## config.mk

```make
export PLATFORM = sky130hd
export DESIGN_NAME = tag_strip_alnum_tokenizer_unit
export DESIGN_NICKNAME = d
export VERILOG_FILES = /design/src/rtl/tsat_pkg.sv /design/src/rtl/tsat_step.sv /design/src/rtl/tsat_outbuf.sv /design/src/rtl/tag_strip_alnum_tokenizer_unit.sv
export SDC_FILE = /design/constraint.sdc
export NUM_CORES = 1
export LEC_CHECK = 0
export BUFFER_PORTS_ARGS = -buffer_cell sky130_fd_sc_hd__buf_2
export CORE_ASPECT_RATIO = 1.2
export CORE_UTILIZATION = 45
export DETAILED_ROUTE_END_ITERATION = 12
export GPL_TIMING_DRIVEN = 0
export PLACE_DENSITY = 0.66
export SKIP_LAST_GASP = 1
export SYNTH_ARGS = -nofsm -noshare
export SYNTH_HDL_FRONTEND = slang
export SYNTH_SLANG_ARGS = --single-unit
```

## constraint.sdc

```tcl
create_clock -name aclk -period 2.7 [get_ports aclk]
set_input_delay 0.81 -clock aclk [delete_from_list [all_inputs] [get_ports aclk]]
set_output_delay 0.81 -clock aclk [all_outputs]
set_load 0.02 [all_outputs]
```

## src/rtl/tsat_pkg.sv

```systemverilog
`timescale 1ns / 1ps

package tsat_pkg;

    // Document limits
    localparam logic [5:0] MAX_TOKENS    = 6'd32;
    localparam logic [5:0] MAX_TERM_KEEP = 6'd63;   // characters kept per term
    localparam logic [7:0] TEXT_LIMIT    = 8'd255;

    // Character codes
    localparam logic [7:0] CH_NUL   = 8'h00;
    localparam logic [7:0] CH_LT    = 8'h3C;
    localparam logic [7:0] CH_GT    = 8'h3E;
    localparam logic [7:0] CH_SPACE = 8'h20;
    localparam logic [7:0] CH_0     = 8'h30;
    localparam logic [7:0] CH_9     = 8'h39;
    localparam logic [7:0] CH_UA    = 8'h41;
    localparam logic [7:0] CH_UZ    = 8'h5A;
    localparam logic [7:0] CH_LA    = 8'h61;
    localparam logic [7:0] CH_LZ    = 8'h7A;
    localparam logic [7:0] CASE_GAP = 8'h20;

    // Record kinds
    localparam logic KIND_TERM_CHAR = 1'b0;
    localparam logic KIND_TOKEN_END = 1'b1;

    // Configuration register indexes
    localparam logic REG_STRIP_TAGS   = 1'b0;
    localparam logic REG_LOWERCASE_ON = 1'b1;

    typedef struct packed {
        logic       inside_tag;
        logic       inside_token;
        logic [7:0] text_offset;
        logic [7:0] token_begin;
        logic [5:0] token_count;
        logic [5:0] term_length;
    } doc_state_t;

    typedef struct packed {
        logic       kind;
        logic [7:0] term_char;
        logic [4:0] position;
        logic [7:0] start_offset;
        logic [7:0] end_offset;
        logic       run_last;
    } rec_t;

    typedef struct packed {
        logic strip_tags;
        logic lowercase_on;
    } cfg_t;

endpackage

```

## src/rtl/tsat_step.sv

```systemverilog
`timescale 1ns / 1ps

module tsat_step (
    input  tsat_pkg::cfg_t       cfg,
    input  tsat_pkg::doc_state_t st,
    input  logic [7:0]           text_byte,
    input  logic                 doc_last,
    output tsat_pkg::doc_state_t st_next,
    output tsat_pkg::rec_t       rec0,
    output tsat_pkg::rec_t       rec1,
    output logic [1:0]           rec_count
);
    import tsat_pkg::*;

    rec_t       recs [2];
    logic [1:0] n;
    logic       keep;
    logic [7:0] ch;
    logic [7:0] t;
    logic [7:0] off;
    logic       alnum;

    always_comb begin
        st_next = st;
        n       = 2'd0;
        keep    = 1'b1;
        ch      = text_byte;
        off     = st.text_offset;
        t       = ch;
        alnum   = 1'b0;
        recs[0] = '0;
        recs[1] = '0;

        if (text_byte != CH_NUL && st.text_offset < TEXT_LIMIT) begin
            // Strip tags: drop '<' and what lies between the marks, and turn '>' into a space
            if (cfg.strip_tags) begin
                if (text_byte == CH_LT) begin
                    st_next.inside_tag = 1'b1;
                    keep = 1'b0;
                end else if (text_byte == CH_GT) begin
                    st_next.inside_tag = 1'b0;
                    ch = CH_SPACE;
                end else if (st.inside_tag) begin
                    keep = 1'b0;
                end
            end

            alnum = (ch >= CH_0 && ch <= CH_9) || (ch >= CH_UA && ch <= CH_UZ)
                    || (ch >= CH_LA && ch <= CH_LZ);
            t = (cfg.lowercase_on && ch >= CH_UA && ch <= CH_UZ) ? ch + CASE_GAP : ch;

            if (keep) begin
                st_next.text_offset = off + 8'd1;
                if (alnum) begin
                    // Open a token while the token budget lasts
                    if (!st.inside_token && st.token_count < MAX_TOKENS) begin
                        st_next.inside_token = 1'b1;
                        st_next.token_begin  = off;
                        st_next.term_length  = 6'd0;
                    end
                    if (st_next.inside_token && st_next.term_length < MAX_TERM_KEEP) begin
                        recs[n[0]].kind         = KIND_TERM_CHAR;
                        recs[n[0]].term_char    = t;
                        recs[n[0]].position     = st_next.token_count[4:0];
                        recs[n[0]].start_offset = st_next.token_begin;
                        recs[n[0]].end_offset   = 8'd0;
                        n = n + 2'd1;
                        st_next.term_length = st_next.term_length + 6'd1;
                    end
                end else if (st.inside_token) begin
                    // Close the token at the separator
                    recs[n[0]].kind         = KIND_TOKEN_END;
                    recs[n[0]].term_char    = 8'd0;
                    recs[n[0]].position     = st.token_count[4:0];
                    recs[n[0]].start_offset = st.token_begin;
                    recs[n[0]].end_offset   = off;
                    n = n + 2'd1;
                    st_next.token_count  = st.token_count + 6'd1;
                    st_next.inside_token = 1'b0;
                    st_next.term_length  = 6'd0;
                end
            end
        end

        // Document end: close an open token and clear the state
        if (text_byte == CH_NUL || doc_last) begin
            if (st_next.inside_token) begin
                recs[n[0]].kind         = KIND_TOKEN_END;
                recs[n[0]].term_char    = 8'd0;
                recs[n[0]].position     = st_next.token_count[4:0];
                recs[n[0]].start_offset = st_next.token_begin;
                recs[n[0]].end_offset   = st_next.text_offset;
                n = n + 2'd1;
            end
            st_next = '0;
        end

        // Mark the last record of this request
        if (n == 2'd1) begin
            recs[0].run_last = 1'b1;
        end else if (n == 2'd2) begin
            recs[1].run_last = 1'b1;
        end
    end

    assign rec0      = recs[0];
    assign rec1      = recs[1];
    assign rec_count = n;

endmodule

```

## src/rtl/tsat_outbuf.sv

```systemverilog
`timescale 1ns / 1ps

module tsat_outbuf (
    input  logic           aclk,
    input  logic           aresetn,
    input  logic           push,
    input  logic [1:0]     push_count,
    input  tsat_pkg::rec_t push_rec0,
    input  tsat_pkg::rec_t push_rec1,
    output logic           push_ready,
    output tsat_pkg::rec_t head,
    output logic           head_valid,
    input  logic           head_ready
);
    import tsat_pkg::*;

    rec_t       q0_reg, q0_next;
    rec_t       q1_reg, q1_next;
    logic [1:0] cnt_reg, cnt_next;
    logic       pop;

    assign pop        = head_valid && head_ready;
    assign head_valid = (cnt_reg != 2'd0);
    assign head       = q0_reg;
    // Take a new request only when the queue will be empty after this cycle
    assign push_ready = (cnt_reg == 2'd0) || (cnt_reg == 2'd1 && pop);

    // Load the records of a request, or advance the queue on a pop
    always_comb begin
        q0_next  = q0_reg;
        q1_next  = q1_reg;
        cnt_next = cnt_reg;
        if (push) begin
            q0_next  = push_rec0;
            q1_next  = push_rec1;
            cnt_next = push_count;
        end else if (pop) begin
            q0_next  = q1_reg;
            cnt_next = cnt_reg - 2'd1;
        end
    end

    always_ff @(posedge aclk) begin
        if (!aresetn) begin
            cnt_reg <= 2'd0;
        end else begin
            cnt_reg <= cnt_next;
        end
    end

    always_ff @(posedge aclk) begin
        q0_reg <= q0_next;
        q1_reg <= q1_next;
    end

endmodule

```

## src/rtl/tag_strip_alnum_tokenizer_unit.sv

```systemverilog
`timescale 1ns / 1ps

// Byte-stream tokenizer: takes one document byte per cycle on the s_ channel,
// optionally strips angle-bracket tags, and emits one record per cycle on the
// m_ channel while m_tready is high: a term character record for each kept
// letter or digit of a token and a token end record when the token closes.
// Each byte goes through an input register, the combinational tokenizer logic
// and a two-record output queue, so a new byte is accepted every cycle while
// the output keeps pace; a byte that yields two records (a final character
// and the token end at document end) holds the input while the queue drains.
// tlast marks the last record of each byte. A zero byte or s_tlast ends the
// document and clears the tokenizer state; the configuration registers keep
// their values and should be written only while the block is idle.

module tag_strip_alnum_tokenizer_unit (
    input  logic        aclk,
    input  logic        aresetn,
    // Configuration write port
    input  logic        cfg_we,
    input  logic        cfg_index,
    input  logic        cfg_wdata,
    // Input byte stream
    input  logic        s_tvalid,
    output logic        s_tready,
    input  logic [7:0]  s_tdata,    // [7:0] text_byte
    input  logic        s_tlast,    // doc_last
    // Record stream
    output logic        m_tvalid,
    input  logic        m_tready,
    output logic [31:0] m_tdata,    // [7:0] term_char, [12:8] position,
                                    // [20:13] start_offset, [28:21] end_offset
    output logic [0:0]  m_tuser,    // [0] kind
    output logic        m_tlast     // run_last
);
    import tsat_pkg::*;

    cfg_t       cfg_reg;
    doc_state_t st_reg;
    doc_state_t st_next;
    logic       in_valid_reg;
    logic [7:0] in_byte_reg;
    logic       in_last_reg;
    logic       fire;
    logic       push_ready;
    rec_t       rec0;
    rec_t       rec1;
    logic [1:0] rec_count;
    rec_t       head;

    assign fire     = in_valid_reg && push_ready;
    assign s_tready = !in_valid_reg || fire;

    // Write configuration registers
    always_ff @(posedge aclk) begin
        if (!aresetn) begin
            cfg_reg.strip_tags   <= 1'b1;
            cfg_reg.lowercase_on <= 1'b1;
        end else if (cfg_we) begin
            case (cfg_index)
                REG_STRIP_TAGS:   cfg_reg.strip_tags   <= cfg_wdata;
                REG_LOWERCASE_ON: cfg_reg.lowercase_on <= cfg_wdata;
                default: ;
            endcase
        end
    end

    // Hold the input request until the tokenizer takes it
    always_ff @(posedge aclk) begin
        if (!aresetn) begin
            in_valid_reg <= 1'b0;
        end else if (s_tready) begin
            in_valid_reg <= s_tvalid;
        end
    end

    always_ff @(posedge aclk) begin
        if (s_tready && s_tvalid) begin
            in_byte_reg <= s_tdata;
            in_last_reg <= s_tlast;
        end
    end

    // Advance the document state on each processed byte
    always_ff @(posedge aclk) begin
        if (!aresetn) begin
            st_reg <= '0;
        end else if (fire) begin
            st_reg <= st_next;
        end
    end

    tsat_step u_step (
        .cfg       (cfg_reg),
        .st        (st_reg),
        .text_byte (in_byte_reg),
        .doc_last  (in_last_reg),
        .st_next   (st_next),
        .rec0      (rec0),
        .rec1      (rec1),
        .rec_count (rec_count)
    );

    tsat_outbuf u_outbuf (
        .aclk       (aclk),
        .aresetn    (aresetn),
        .push       (fire),
        .push_count (rec_count),
        .push_rec0  (rec0),
        .push_rec1  (rec1),
        .push_ready (push_ready),
        .head       (head),
        .head_valid (m_tvalid),
        .head_ready (m_tready)
    );

    // Pack the head record
    assign m_tdata = {3'b000, head.end_offset, head.start_offset, head.position,
                      head.term_char};
    assign m_tuser = head.kind;
    assign m_tlast = head.run_last;

endmodule
```

# ---- After elaboration in Yosys (flattened, before gate mapping)
# Cells that the tools add are included.
dict set report totals {
  ff_bits 106
  latchBits 0
  ram_bits 0
  rom_bits 0
  out_inout_bits 36
  wordCells 154
  mem_count 0
}
dict set report classes {
  n_addsub 6
  mul 0
  div_mod_pow 0
  n_lt_le_gt_ge 11
  n_eq_ne 6
  shift 0
  mux 67
  bitwise 2
  reduce_logical 37
}
# op n
set ops {}
lappend ops {{$bwmux 62} 5}
lappend ops {{$mux 30} 7}
lappend ops {{$demux 31 s1} 5}
lappend ops {{$mux 62} 2}
lappend ops {{$mux 31} 3}
lappend ops {{$mux 29} 2}
lappend ops {{$mux 8} 7}
lappend ops {{$mux 6} 7}
lappend ops {{$mux 22} 1}
lappend ops {{$mux 1} 19}
lappend ops {{$mux 17} 1}
lappend ops {{$eq 8x6->1 const B} 2}
lappend ops {{$ge 8x7->1 const B} 2}
lappend ops {{$le 8x7->1 const B} 2}
lappend ops {{$logic_and 1x1->1} 13}
lappend ops {{$add 6x1->6 const B} 2}
lappend ops {{$lt 6x6->1 const B} 2}
lappend ops {{$mux 12} 1}
lappend ops {{$mux 2} 6}
lappend ops {{$reduce_bool 2->1} 6}
lappend ops {{$mux 9} 1}
lappend ops {{$add 8x1->8 const B} 1}
lappend ops {{$add 8x6->8 const B} 1}
lappend ops {{$ge 8x6->1 const B} 1}
lappend ops {{other kinds (20)} 30}

# ---- Logic depth before layout (Yosys ltp)
dict set report depth {
  word_depth 32
  mapped_depth 14
}

# ---- Cells and area by module
# Synthesis repeated with hierarchy kept, for this count alone.
dict set report unflattened {
  cells_unflattened 536
  hier_area_um2 5806.8
}
# mod n_inst cells_per_inst area_each_um2 seq_area_each_um2
set by_module_without_submodules {}
lappend by_module_without_submodules {tsat_outbuf 1 116 2533.7 1901.8}
lappend by_module_without_submodules {tag_strip_alnum_tokenizer_unit 1 164 1735.4 930.9}
lappend by_module_without_submodules {tsat_step 1 256 1537.7 0.0}

# ---- Worst setup path before layout
# OpenSTA, ideal clock, no wires.
dict set report synth_timing {
  path_kind {register -> register}
  from {register in_byte_reg[1]}
  to {register u_outbuf.q0_reg (netlist bit u_outbuf.head[0]) (data pin)}
  t_arrival_ns 2.716
  required_ns 2.430
  path_slack_ns -0.286
  stages_incl_launch_ff 14
  path_cell_list {edfxtp_1 > buf_6 > or4_4 > nor4b_2 > nor2_2 > nand2_1 > buf_2 > nor2_1 > o21ai_0 > inv_1 > ha_1 > nor3b_1 > a21oi_1 > o21ai_0}
}
# element line
set synth_rtl {}
lappend synth_rtl {{start, declared} tag_strip_alnum_tokenizer_unit.sv:41} ;# logic [7:0] in_byte_reg;
lappend synth_rtl {{start signal, assigned} tag_strip_alnum_tokenizer_unit.sv:78} ;# in_byte_reg <= s_tdata;
lappend synth_rtl {{end signal, assigned} tsat_outbuf.sv:52} ;# q0_reg <= q0_next;
lappend synth_rtl {{end, declared} tsat_outbuf.sv:17} ;# rec_t q0_reg, q0_next;

==> flow_summary.ini <==
[finish]
multiInputGateArea_um2 = 2310
fin_cells = 718
syn_to_final_growth_pct = 20.5
largest_reg_flops = 31
drive_above_1_share_pct = 25.1
final_core_util_pct = 56.6
final_cell_mix = edfxtp_1 (63), buf_2 (57), nand2_1 (54)
fillers = 951
layout_commonest_cell = edfxtp_1
n_antenna_cell = 0
nNetsFinal = 610
area.sequential_um2 = 2590

[detailed_routing]
vias = 4251
wirelength_met1_um = 5130
drtIter0Drc = 328
dr.pass1.iters = 7
wl_met3_um = 708
viasPerCell = 5.92
routedWlPerCell_um = 17.8
drc = 0
drt-total-wl_um = 12800
dr_wl_met2_um = 6320
top_layer = met4
antenna_left = 0

[setup_path]
critPathSlowestCell = or4_4
critPathMaxStageDelay_ns = 0.59
path_class = reg -> reg
cp.arrival_ns = 2.87
required_ns = 2.79
crit_fanout = 3
startpoint_type = flip-flop
crit_family = simple AND/OR/NAND/NOR gates
crit_buf_inv = 2
endpoint_kind = flip-flop
path_cells = or4_4 -> nor4b_4 -> nor2_4 -> nand2_4 -> buf_8 -> nor2_4 -> o21ai_2 -> inv_2 -> ha_4 -> nor3b_2 -> a21oi_1 -> o21ai_1
crit_top_cell = nor2_4

[die]
io_pins = 52
design.core.area_um2 = 10700
rows = 41
initial_core_util_pct = 47.0
dieArea_um2 = 11600
die_w_um = 98.3
chipHeight_um = 118

[cts]
cts_tree = built
numCtsBuffers = 9
holdBufCountCts = 0
ctsRootBufferMaster = clkbuf_16
clock_sink_count = 98
clock_latency_ns = 0.35
cts-htree-levels = 3
clkTransAtPathRegs_ns = 0.07
clockBufferDepth = 2

[timing]
fin_worst_skew_ns = 0.00951
rsz0062_at_grt = yes
relSlewSlack_pct = 47.3
tightest_slew_ns = 0.788
hold_violations = 0
min_period_over_period_pct = 103
setup_ws_ns = -0.0821
setup_viol_count_final = 5
tns_ns = -0.264
timing.fmax_mhz = 359
fin_hold_ws_ns = 0.484
maxSlewViolCount = 0
finalCriticalPeriod_ns = 2.78

[synthesis]
ys_warn_count = 0
ys.flop_type = edfxtp_1
ys_types = 70
synth_area_um2 = 5010
syn_inst = 504
yosysSeqAreaShare_pct = 51.7
synth_area_per_cell_um2 = 9.94
synth_area_leaders = edfxtp_1 (38%), dfxtp_1 (14%), nand2_1 (4.2%)
async_reset_ff_share_pct = 0
synth_top_cell_by_area = edfxtp_1
ys_ff_latch = 98
synth_edf_count = 63
synth_top_area_share_pct = 37.8

[power_and_ir_drop]
seqPwrFrac_pct = 46.5
vdd_ir_drop_max_v = 0.000402
switchingPower_mw = 1.17
power.density_nw_per_um2 = 655
swShare_pct = 29.5
internal_power_mw = 2.79
power_frac_clock_pct = 33.2
comb_power_share_pct = 20.3
power.leakage_nw = 2.22

[global_route]
grt_use_total_pct = 22.5
grt_pass1_vias = 4083
grt_first_pass_wirelength_um = 20200
grt_antenna_before_repair = 0
grt_overflow = 0
grt_max_degree = 33

[placement]
dp_hpwl_um = 8600
portBuffers = 48
dp.cells = 683
gp_congestion = 0.890

[outcome]
status = finished, violations left
violations = negative setup slack

[hold_path]
min_path_type = reg -> reg

[flow_run]
max-cap-violations = 0
power groups by stage:
| stage | registers, mW | clock network (mW) | logic (mW) |
|---|---|---|---|
| finish | 1.84 | 1.31 | 0.803 |
| CTS | 1.84 | 1.33 | 0.766 |
| detailed placement | 1.88 | 0 | 0.738 |
| global route | 1.85 | 1.38 | 0.867 |
| floorplan | 1.99 | 0 | 0.381 |
| global placement | 1.87 | 0 | 0.727 |
synth_stat cells (all sizes together), types with 2 or more instances:
cell type  count
clkinv         2
o21ai         29
clkbuf        16
o32ai          2
nor2b          5
edfxtp        63
a21o           3
and4           4
nand2         59
nand4b         2
mux2i          3
a211oi         3
o21a           3
a311o          2
ha            10
nor4b          5
buf           18
a21oi         44
or4            3
a2bb2oi        4
dfxtp         35
nor4           6
a311oi         2
nor2          55
a221o         10
mux2           2
nand3         11
nor3          13
nand4         14
a31oi          6
or3            5
nand2b         4
a22o           3
and3          12
o22ai          5
a41oi          2
xor2           7
and2           5
inv           13
per-stage QoR:
step                      area [um2]  total power [mW]  setup slack [ns]
after floorplan                 5050              2.37           -0.0114
after global placement          5460              2.60            -0.616
after detailed placement        5460              2.61            -0.448
after CTS                       5920              3.94            -0.136
after global routing            6030              4.10            -0.196
final                           6030              3.95           -0.0821
per-layer routing:
metal / up-vias / GRT usage (%)
li1: 2033 / -
met1: 2014 / 25.2
met2: 162 / 38.7
met3: 42 / 4.45
met4: 0 / 14.7
met5: - / 0
worst register-to-register path: stages, from the launching register on:
cell,delay [ns]
edfxtp_1,0.40
or4_4,0.59
nor4b_4,0.39
nor2_4,0.09
nand2_4,0.09
buf_8,0.10
nor2_4,0.03
o21ai_2,0.18
inv_2,0.07
ha_4,0.22
nor3b_2,0.15
a21oi_1,0.13
o21ai_1,0.10
final cells by class:
class	instances	area share, %
buffer	32	3.09
clock inverter	7	1.29
timing repair buffer	69	6.99
multi-input combinational	359	38.3
tap	129	2.67
sequential	98	43.0
inverter	15	0.933
clock buffer	9	3.73
repair_timing:
action	in CTS	in global routing
resized for setup	17	19
pin swaps	8	12
setup endpoints to repair	43	55
setup buffers	12	8
cloned	0	0
cells by family (layout without fill, tap and decap cells):
logic type | count (synthesis) | in the layout | share of synthesized area (%)
AO/OA/AOI/OAI | 128 | 128 | 17.4
XOR/XNOR | 8 | 8 | 1.40
adder cells (fa/ha/maj) | 10 | 10 | 2.50
buffers and inverters | 49 | 132 | 4.77
flip-flops | 98 | 98 | 51.7
multiplexers | 5 | 5 | 1.20
other | 1 | 3 | 0.0749
AND/OR/NAND/NOR | 205 | 205 | 20.9
path summary, 6_finish.rpt:
| path | start | to | slack, ns | depth (start not counted) |
|---|---|---|---|---|
| worst max-delay path | in_byte_reg[4]$_DFFE_PP_ | u_outbuf.head[0]$_DFFE_PP_ | -0.08 | 12 |
| worst min-delay path | st_reg[13]$_SDFFE_PN0P_ | st_reg[13]$_SDFFE_PN0P_ | 0.48 | 2 |
| worst max register to register | in_byte_reg[4]$_DFFE_PP_ | u_outbuf.head[0]$_DFFE_PP_ | -0.08 | 12 |
| worst min register to register | st_reg[13]$_SDFFE_PN0P_ | st_reg[13]$_SDFFE_PN0P_ | 0.48 | 2 |
No activity file was read; power rests on OpenSTA's default activity.
